## src/hw/rtl/pps_pkg.sv

```systemverilog
// shared types and constants of the preemptive priority scheduler
// no dependencies; used by pps_ctrl, pps_dpath and the top level
`default_nettype none

package pps_pkg;

  localparam int MAX_TASKS = 16;
  localparam int IDX_W = (MAX_TASKS > 1) ? $clog2(MAX_TASKS) : 1;
  localparam int CNT_W = $clog2(MAX_TASKS + 1);
  localparam int ID_W = 8;
  localparam int ARR_W = 16;
  localparam int BURST_W = 16;
  localparam int PRI_W = 8;
  localparam int TIME_W = 21;

  typedef logic [IDX_W-1:0]   idx_t;
  typedef logic [CNT_W-1:0]   cnt_t;
  typedef logic [TIME_W-1:0]  tim_t;
  typedef logic [BURST_W-1:0] burst_t;

  // command codes of the input item
  localparam logic CMD_LOAD = 1'b0;
  localparam logic CMD_RUN  = 1'b1;

  typedef struct packed {
    logic               command;
    logic [ID_W-1:0]    task_id;
    logic [ARR_W-1:0]   arrival_time;
    logic [BURST_W-1:0] burst_length;
    logic [PRI_W-1:0]   priority_level;
  } pps_in_t;

  typedef struct packed {
    logic [ID_W-1:0]   done_id;
    logic [TIME_W-1:0] first_start;
    logic [TIME_W-1:0] completion_time;
    logic [TIME_W-1:0] turnaround;
    logic [TIME_W-1:0] wait_time;
    logic              last;
  } pps_out_t;

  // controller to datapath
  typedef struct packed {
    logic load;
    logic run_init;
    logic scan_step;
    logic exec;
    logic emit;
  } pps_ctl_t;

  // datapath to controller
  typedef struct packed {
    logic count_zero;
    logic scan_last;
    logic found;
    logic finish;
    logic has_future;
    logic out_free;
    logic last_rec;
  } pps_sts_t;

endpackage

`default_nettype wire

```

## src/hw/rtl/pps_ctrl.sv

```systemverilog
// controller state machine of the preemptive priority scheduler
// depends on pps_pkg
`default_nettype none

module pps_ctrl (
  input  wire logic              clk,
  input  wire logic              rst_n,
  input  wire logic              in_valid,
  input  wire logic              command,
  input  wire pps_pkg::pps_sts_t sts,
  output logic                   in_ready,
  output pps_pkg::pps_ctl_t      ctl
);

  typedef enum logic [1:0] {
    S_IDLE,
    S_SCAN,
    S_EXEC,
    S_FIN
  } state_t;

  state_t state_r, state_nxt;
  logic   in_ready_r;

  assign in_ready = in_ready_r;

  always_comb begin
    ctl       = '0;
    state_nxt = state_r;
    unique case (state_r)
      S_IDLE: begin
        if (in_valid && in_ready_r) begin
          if (command == pps_pkg::CMD_RUN) begin
            if (!sts.count_zero) begin
              ctl.run_init = 1'b1;
              state_nxt    = S_SCAN;
            end
          end else begin
            ctl.load = 1'b1;
          end
        end
      end
      S_SCAN: begin
        ctl.scan_step = 1'b1;
        if (sts.scan_last) begin
          state_nxt = S_EXEC;
        end
      end
      S_EXEC: begin
        ctl.exec  = 1'b1;
        state_nxt = sts.finish ? S_FIN : S_SCAN;
      end
      S_FIN: begin
        if (sts.out_free) begin
          ctl.emit  = 1'b1;
          state_nxt = sts.last_rec ? S_IDLE : S_SCAN;
        end
      end
      default: state_nxt = S_IDLE;
    endcase
  end

  always_ff @(posedge clk) begin
    if (!rst_n) begin
      state_r    <= S_IDLE;
      in_ready_r <= 1'b0;
    end else begin
      state_r    <= state_nxt;
      in_ready_r <= (state_nxt == S_IDLE);
    end
  end

endmodule

`default_nettype wire

```

## src/hw/rtl/pps_dpath.sv

```systemverilog
// datapath of the preemptive priority scheduler: task table, scan, clock, result register
// depends on pps_pkg
`default_nettype none

module pps_dpath (
  input  wire logic              clk,
  input  wire logic              rst_n,
  input  wire pps_pkg::pps_in_t  in_data,
  input  wire pps_pkg::pps_ctl_t ctl,
  input  wire logic              out_ready,
  output pps_pkg::pps_sts_t      sts,
  output logic                   out_valid,
  output pps_pkg::pps_out_t      out_data
);

  // task table
  logic [pps_pkg::ID_W-1:0]    id_r    [pps_pkg::MAX_TASKS];
  logic [pps_pkg::ARR_W-1:0]   arr_r   [pps_pkg::MAX_TASKS];
  logic [pps_pkg::BURST_W-1:0] burst_r [pps_pkg::MAX_TASKS];
  logic [pps_pkg::PRI_W-1:0]   pri_r   [pps_pkg::MAX_TASKS];
  logic [pps_pkg::BURST_W-1:0] rem_r   [pps_pkg::MAX_TASKS];
  pps_pkg::tim_t               first_r [pps_pkg::MAX_TASKS];
  logic [pps_pkg::MAX_TASKS-1:0] started_r;
  logic [pps_pkg::MAX_TASKS-1:0] done_r;

  pps_pkg::cnt_t count_r;
  pps_pkg::cnt_t fin_cnt_r;
  pps_pkg::tim_t time_r;
  pps_pkg::idx_t idx_r;

  // best candidate of the current scan
  logic                        best_vld_r;
  pps_pkg::idx_t               best_idx_r;
  logic [pps_pkg::ID_W-1:0]    best_id_r;
  logic [pps_pkg::ARR_W-1:0]   best_arr_r;
  logic [pps_pkg::BURST_W-1:0] best_burst_r;
  logic [pps_pkg::PRI_W-1:0]   best_pri_r;
  logic [pps_pkg::BURST_W-1:0] best_rem_r;
  pps_pkg::tim_t               best_first_r;
  logic                        best_started_r;

  // earliest pending arrival of the current scan
  logic                        fut_vld_r;
  logic [pps_pkg::ARR_W-1:0]   fut_min_r;

  logic              out_valid_r;
  pps_pkg::pps_out_t out_data_r;

  logic                        load_ok;
  pps_pkg::idx_t               wr_idx;
  logic [pps_pkg::ID_W-1:0]    rd_id;
  logic [pps_pkg::ARR_W-1:0]   rd_arr;
  logic [pps_pkg::PRI_W-1:0]   rd_pri;
  logic                        rd_done;
  logic                        is_ready;
  logic                        is_future;
  logic                        better;
  logic [pps_pkg::ARR_W-1:0]   gap;
  logic [pps_pkg::BURST_W-1:0] slice;
  logic [pps_pkg::BURST_W-1:0] rem_left;
  pps_pkg::tim_t               time_plus;
  pps_pkg::tim_t               tat;
  pps_pkg::tim_t               wt;
  pps_pkg::cnt_t               fin_plus;

  assign load_ok = ctl.load && (count_r < pps_pkg::cnt_t'(pps_pkg::MAX_TASKS));
  assign wr_idx  = count_r[pps_pkg::IDX_W-1:0];

  assign rd_id   = id_r[idx_r];
  assign rd_arr  = arr_r[idx_r];
  assign rd_pri  = pri_r[idx_r];
  assign rd_done = done_r[idx_r];

  assign is_ready  = !rd_done && (pps_pkg::tim_t'(rd_arr) <= time_r);
  assign is_future = !rd_done && (pps_pkg::tim_t'(rd_arr) > time_r);

  // priority, then arrival, then id; equal keys keep the earlier slot
  assign better = !best_vld_r
               || (rd_pri < best_pri_r)
               || ((rd_pri == best_pri_r) && (rd_arr < best_arr_r))
               || ((rd_pri == best_pri_r) && (rd_arr == best_arr_r) && (rd_id < best_id_r));

  // run until completion or the next arrival
  assign gap       = pps_pkg::ARR_W'(pps_pkg::tim_t'(fut_min_r) - time_r);
  assign slice     = (fut_vld_r && (gap < best_rem_r)) ? gap : best_rem_r;
  assign rem_left  = best_rem_r - slice;
  assign time_plus = time_r + pps_pkg::tim_t'(slice);

  assign tat      = time_r - pps_pkg::tim_t'(best_arr_r);
  assign wt       = tat - pps_pkg::tim_t'(best_burst_r);
  assign fin_plus = fin_cnt_r + pps_pkg::cnt_t'(1);

  always_comb begin
    sts            = '0;
    sts.count_zero = (count_r == '0);
    sts.scan_last  = (idx_r == pps_pkg::idx_t'(count_r - pps_pkg::cnt_t'(1)));
    sts.found      = best_vld_r;
    sts.finish     = best_vld_r && (slice == best_rem_r);
    sts.has_future = fut_vld_r;
    sts.out_free   = !out_valid_r || out_ready;
    sts.last_rec   = (fin_plus == count_r);
  end

  assign out_valid = out_valid_r;
  assign out_data  = out_data_r;

  // control state
  always_ff @(posedge clk) begin
    if (!rst_n) begin
      count_r     <= '0;
      fin_cnt_r   <= '0;
      time_r      <= '0;
      idx_r       <= '0;
      best_vld_r  <= 1'b0;
      fut_vld_r   <= 1'b0;
      started_r   <= '0;
      done_r      <= '0;
      out_valid_r <= 1'b0;
    end else begin
      // a new record replaces one leaving in the same cycle
      if (ctl.emit) begin
        out_valid_r <= 1'b1;
      end else if (out_valid_r && out_ready) begin
        out_valid_r <= 1'b0;
      end
      if (load_ok) begin
        count_r           <= count_r + pps_pkg::cnt_t'(1);
        started_r[wr_idx] <= 1'b0;
      end
      if (ctl.run_init) begin
        time_r     <= '0;
        done_r     <= '0;
        fin_cnt_r  <= '0;
        idx_r      <= '0;
        best_vld_r <= 1'b0;
        fut_vld_r  <= 1'b0;
      end
      if (ctl.scan_step) begin
        idx_r <= idx_r + pps_pkg::idx_t'(1);
        if (is_ready && better) begin
          best_vld_r <= 1'b1;
        end
        if (is_future && (!fut_vld_r || (rd_arr < fut_min_r))) begin
          fut_vld_r <= 1'b1;
        end
      end
      if (ctl.exec) begin
        idx_r      <= '0;
        best_vld_r <= 1'b0;
        fut_vld_r  <= 1'b0;
        if (best_vld_r) begin
          time_r <= time_plus;
          if (!best_started_r) begin
            started_r[best_idx_r] <= 1'b1;
          end
        end else begin
          time_r <= pps_pkg::tim_t'(fut_min_r);
        end
      end
      if (ctl.emit) begin
        done_r[best_idx_r] <= 1'b1;
        fin_cnt_r          <= fin_plus;
        if (sts.last_rec) begin
          count_r   <= '0;
          started_r <= '0;
        end
      end
    end
  end

  // payload: table entries, candidate fields and result register
  always_ff @(posedge clk) begin
    if (load_ok) begin
      id_r[wr_idx]    <= in_data.task_id;
      arr_r[wr_idx]   <= in_data.arrival_time;
      burst_r[wr_idx] <= in_data.burst_length;
      pri_r[wr_idx]   <= in_data.priority_level;
      rem_r[wr_idx]   <= in_data.burst_length;
      first_r[wr_idx] <= '0;
    end
    if (ctl.scan_step) begin
      if (is_ready && better) begin
        best_idx_r     <= idx_r;
        best_id_r      <= rd_id;
        best_arr_r     <= rd_arr;
        best_burst_r   <= burst_r[idx_r];
        best_pri_r     <= rd_pri;
        best_rem_r     <= rem_r[idx_r];
        best_first_r   <= first_r[idx_r];
        best_started_r <= started_r[idx_r];
      end
      if (is_future && (!fut_vld_r || (rd_arr < fut_min_r))) begin
        fut_min_r <= rd_arr;
      end
    end
    if (ctl.exec && best_vld_r) begin
      rem_r[best_idx_r] <= rem_left;
      best_rem_r        <= rem_left;
      if (!best_started_r) begin
        first_r[best_idx_r] <= time_r;
        best_first_r        <= time_r;
      end
    end
    if (ctl.emit) begin
      out_data_r.done_id         <= best_id_r;
      out_data_r.first_start     <= best_first_r;
      out_data_r.completion_time <= time_r;
      out_data_r.turnaround      <= tat;
      out_data_r.wait_time       <= wt;
      out_data_r.last            <= sts.last_rec;
    end
  end

endmodule

`default_nettype wire

```

## src/hw/rtl/preemptive_priority_scheduler.sv

```systemverilog
// top level of the preemptive priority scheduler
// depends on pps_pkg, pps_ctrl and pps_dpath
//
// usage
//   input channel (in_valid / in_ready / in_data): command 0 loads one task
//   entry (id, arrival, burst, priority) into the next free slot of a
//   16-entry table; loads into a full table are dropped. command 1 runs
//   the schedule over the loaded tasks; its other fields are ignored.
//   result channel (out_valid / out_ready / out_data): one record per
//   finished task, in completion order; the last record of a run has last
//   set, after which the table is empty again.
//   timing: loads are accepted back to back while idle. a run is a sequence of
//   scheduling steps; each step scans the table one slot per cycle through
//   a single read port, then advances the clock, and emits a record when a
//   task finishes. there are at most 2n steps for n loaded tasks, and a run
//   pauses before an emit while the receiver stalls. a run on an empty table
//   emits nothing.
//   in_ready is low for the whole run. a result waits in the output
//   register while out_ready is low; the scheduler holds before its next
//   record until that transfer completes.
//   reset (rst_n low, synchronous) empties the table and the output
//   register; in_ready rises in the cycle after reset is released.
`default_nettype none

module preemptive_priority_scheduler (
  input  wire logic              clk,
  input  wire logic              rst_n,
  input  wire logic              in_valid,
  output logic                   in_ready,
  input  wire pps_pkg::pps_in_t  in_data,
  output logic                   out_valid,
  input  wire logic              out_ready,
  output pps_pkg::pps_out_t      out_data
);

  pps_pkg::pps_ctl_t ctl;
  pps_pkg::pps_sts_t sts;

  // sequencing of load, scan, clock advance and emit
  pps_ctrl u_ctrl (
    .clk      (clk),
    .rst_n    (rst_n),
    .in_valid (in_valid),
    .command  (in_data.command),
    .sts      (sts),
    .in_ready (in_ready),
    .ctl      (ctl)
  );

  // task table, candidate selection, tick counter and result register
  pps_dpath u_dpath (
    .clk       (clk),
    .rst_n     (rst_n),
    .in_data   (in_data),
    .ctl       (ctl),
    .out_ready (out_ready),
    .sts       (sts),
    .out_valid (out_valid),
    .out_data  (out_data)
  );

`ifndef SYNTHESIS
  // a record is never written over one still waiting for its transfer
  a_emit_free: assert property (@(posedge clk) disable iff (!rst_n)
    ctl.emit |-> sts.out_free)
    else $error("emit while result register busy");

  // a table write only happens on an accepted input transfer
  a_load_xfer: assert property (@(posedge clk) disable iff (!rst_n)
    ctl.load |-> (in_valid && in_ready))
    else $error("table load without transfer");

  // an idle jump always has a pending arrival to jump to
  a_idle_target: assert property (@(posedge clk) disable iff (!rst_n)
    (ctl.exec && !sts.found) |-> sts.has_future)
    else $error("idle step with no pending arrival");

  // after the last record the block is ready for new loads
  a_last_idle: assert property (@(posedge clk) disable iff (!rst_n)
    (ctl.emit && sts.last_rec) |=> (in_ready && sts.count_zero))
    else $error("not idle after last record");
`endif

endmodule

`default_nettype wire

```

## config.mk

```make
export PLATFORM = sky130hd
export DESIGN_NAME = preemptive_priority_scheduler
export DESIGN_NICKNAME = d
export VERILOG_FILES = /design/src/hw/rtl/pps_pkg.sv /design/src/hw/rtl/pps_ctrl.sv /design/src/hw/rtl/pps_dpath.sv /design/src/hw/rtl/preemptive_priority_scheduler.sv
export SDC_FILE = /design/constraint.sdc
export NUM_CORES = 2
export LEC_CHECK = 0
export ABC_AREA = 1
export BUFFER_PORTS_ARGS = -buffer_cell sky130_fd_sc_hd__buf_2
export CELL_PAD_IN_SITES_DETAIL_PLACEMENT = 0
export CELL_PAD_IN_SITES_GLOBAL_PLACEMENT = 1
export CORE_ASPECT_RATIO = 1.25
export CORE_MARGIN = 2
export CORE_UTILIZATION = 25
export DETAILED_ROUTE_END_ITERATION = 6
export PLACE_DENSITY_LB_ADDON = 0.1
export SETUP_SLACK_MARGIN = 0.02
export SLEW_MARGIN = 15
export SYNTH_ARGS = -nofsm -noshare
export SYNTH_HDL_FRONTEND = slang
export SYNTH_SLANG_ARGS = --single-unit
```

## constraint.sdc

```tcl
create_clock -name clk -period 6.4 [get_ports clk]
set_input_delay 0.96 -clock clk [delete_from_list [all_inputs] [get_ports clk]]
set_output_delay 0.96 -clock clk [all_outputs]
set_load 0.05 [all_outputs]
```

==> results.cfg <==
[drt]
dr.pass1.iters = 6
vias = 45510
ant_nets = 0
drtIter0Drc = 3217
routed_wl_mm = 251.3
drc_errors = 0
vias_per_cell = 4.752
wl_per_cell_microns = 26.24

[timing]
slew_headroom = 0.2342
fmax_mhz = 172.0
timing.final.crit_period_ns = 5.813
slew_viol_final = 0
period_share = 0.9083
rsz0062_at_grt = false
worst_slew_pin_slew_ns = 1.146
setup_tns_ns = 0
hold_violations = 0
finClkSkew_ns = 0.08014
setup_viol = 0

[clocking]
cts_hold_buf = 0
cts.sinks = 1636
clock_path_buffers = 4
cts_max_level = 4
cts_root_buf = clkbuf_16
tritoncts = done
cts_buffers = 194
clk_pin_slew_ns = 0.07
clkLatencyLatePin_ns = 0.87

[synth]
ys_ff_latch = 1636
syn-num-nets = 5884
synth_adder_area_share = 0.03083
ys.flop_type = edfxtp_1
syn-cell-area_sq_um = 68980
synthCells = 5664
yosys.cell_types.count = 53
muxShareOfSynthArea = 0
yosys_warnings = 0
synthArstFlopShare = 0
ys_seq_area_frac = 0.6979
synth-xor-area-share = 0.009903
synth_edf_count = 1538
synthSimpleGateAreaFrac = 0.09756
synth_compound_gate_area_share = 0.1275
synth_top_family_by_area = compound AO/OA/AOI/OAI gates
syn_area_per_cell_sq_um = 12.18

[grt]
grt_pass1_vias = 46100
grt_pass1_wl_mm = 352.5
grt_max_degree = 149
grtUsageTotal = 0.1758
antenna_found_initial = 22
grt_overflow = 0

[worst_setup_path]
worst_path_most_repeated_cell = a21oi_1
cp-start-kind = flop
required_ns = 6.81
critPathMaxFanout = 16
critPathKind = reg2reg
max_stage_delay_ns = 0.42
cp.arrival_ns = 6.23
endpoint_kind = flop
cpMaxStageDelayCell = edfxtp_1

[floorplanning]
top_level_ports = 148
fp.dieArea_sq_um = 280200
rows = 215
dieHeight_microns = 591.3
core_area_sq_um = 274400
initial_core_util = 0.2514
die_x_microns = 473.8

[power]
power.density_nw_per_um2 = 286.4
ir_drop_uv = 184.0
p_leak_nw = 27.68

[job]
cap_violations = 0

[finish]
n_fill_cell = 28160
drive_above_1_share = 0.1102
nNetsFinal = 6061
syn_to_final_growth_pct = 16.93
final_cells = 9575

[placement]
gp_congestion = 0.7808
port_buffers = 147
dp_hpwl_mm = 146.0
place_inst = 9224

[status]
status = complete, no violations

[worst_hold_path]
hold_path_class = in2reg
[cells in the final DEF, fill, tap and decap left out, types with 6 or more instances in the layout]
master / count
a211oi_1: 8
a21oi_1: 203
a31oi_1: 36
buf_12: 24
buf_2: 147
buf_4: 136
bufinv_16: 12
clkbuf_1: 54
clkbuf_16: 196
clkbuf_8: 11
clkinv_1: 42
clkinv_2: 20
dfxtp_1: 91
diode_2: 7
edfxtp_1: 1538
ha_1: 162
inv_1: 278
inv_2: 8
inv_6: 6
nand2_1: 525
nand2_2: 7
nand3_1: 198
nand3b_1: 7
nand4_1: 17
nor2_1: 832
nor2_2: 22
nor2_4: 36
nor3_1: 19
o211ai_1: 61
o21ai_0: 780
o21ai_1: 32
o221ai_1: 252
o22ai_1: 80
xnor2_1: 31
xor2_1: 47
[repair_timing]
item                       CTS  global route
setup endpoints to repair    0           128
resized for setup            0            11
setup buffers                0             1
[critical path: cells and delay by family, from the launching register on]
kind / cells / cell delay, ns
simple gates: 7 / 0.98
fa+ha+maj: 3 / 1.03
compound gates: 13 / 2.20
buf+inv: 5 / 0.54
xor+xnor: 1 / 0.25
flops: 1 / 0.42
[kinds of logic (layout without fill, tap and decap cells)]
kind of cell	after synthesis	count (layout)
xor+xnor	78	78
buf+inv	619	943
other cells	0	7
compound gates	1483	1483
simple gates	1681	1681
fa+ha+maj	167	167
flops	1636	1636
[report_power, final]
| part | internal, mW | leakage [nW] | switching, mW | total [mW] |
|---|---|---|---|---|
| registers | 11.7 | 15.1 | 0.0461 | 11.8 |
| logic | 0.156 | 9.72 | 0.470 | 0.626 |
| clock network | 6.20 | 2.90 | 4.50 | 10.7 |
| total | 18.1 | 27.7 | 5.02 | 23.1 |
[synth_stat cells (all sizes together) (8+ instances only)]
master  number  area share
o21ai      814       0.059
nand4       17      0.0015
dfxtp       98       0.028
ha         162       0.029
o22ai       80      0.0073
a211oi       8     0.00087
a31oi       36      0.0033
inv        291       0.016
a21oi      206       0.015
nor2       890       0.049
o221ai     252       0.032
nand3      199       0.015
o211ai      61      0.0066
clkbuf     217       0.012
xnor2       31      0.0039
edfxtp    1538        0.67
xor2        47      0.0060
buf        109      0.0085
nor3        20      0.0015
nand2      534       0.029
[worst paths after layout]
path | endpoint | from | slack [ns] | cells past startpoint
setup / recovery | u_dpath.rem_r[15][10] | u_dpath.fut_min_r[2] | 0.59 | 29
hold / removal | u_dpath.fin_cnt_r[0] | rst_n | 0.40 | 3
setup reg to reg | u_dpath.rem_r[15][10] | u_dpath.fut_min_r[2] | 0.59 | 29
hold reg to reg | u_dpath.out_data[64] | u_dpath.best_first_r[0] | 0.43 | 0
[sequential cells by signal, indices dropped and copies added, names as in the netlist, 4 cells and up, named ones only]
name                  count
u_dpath.started_r        16
u_dpath.best_idx_r        4
u_dpath.best_rem_r       16
u_dpath.best_arr_r       16
u_dpath.out_data         93
u_dpath.burst_r         256
u_dpath.idx_r             4
u_dpath.id_r            128
u_dpath.fut_min_r        16
u_dpath.count_r           5
u_dpath.arr_r           256
u_dpath.fin_cnt_r         5
u_dpath.best_id_r         8
u_dpath.best_pri_r        8
u_dpath.best_burst_r     16
u_dpath.time_r           21
u_dpath.pri_r           128
u_dpath.best_first_r     21
u_dpath.rem_r           256
u_dpath.first_r         336
u_dpath.done_r           16
[stage by stage]
| stage | power, mW | hold slack (ns) | util | area, sq um | setup WS (ns) |
|---|---|---|---|---|---|
| after detailed placement | 12.64 | 0.4127 | 0.2720 | 74640 | 0.3570 |
| final | 23.10 | 0.4031 | 0.2940 | 80660 | 0.5866 |
| after floorplan | 12.31 | 0.4029 | - | 68980 | 1.003 |
| after global routing | 23.88 | 0.4006 | 0.2939 | 80650 | 0.05358 |
| after CTS | 23.47 | 0.3341 | 0.2937 | 80600 | 0.3142 |
| after global placement | 12.64 | 0.4148 | 0.2720 | 74630 | 0.2002 |
[final cells by class]
type / count / area [sq um] / area share
tap: 3580 / 4479 / 0.05553
inverter: 293 / 1126 / 0.01396
antenna: 7 / 17.52 / 0.0002172
sequential: 1636 / 48170 / 0.5972
timing repair buffer: 307 / 2237 / 0.02774
clock inverter: 82 / 700.7 / 0.008687
clock buffer: 261 / 5259 / 0.06520
multi-input combinational: 3409 / 18670 / 0.2315
[routing by layer]
metal  share of wire  track usage
met5         0.00059            0
met4           0.040      0.06557
met3           0.036      0.02635
met2            0.50       0.3095
met1            0.42       0.2163
(Power assumes the default switching activity.)
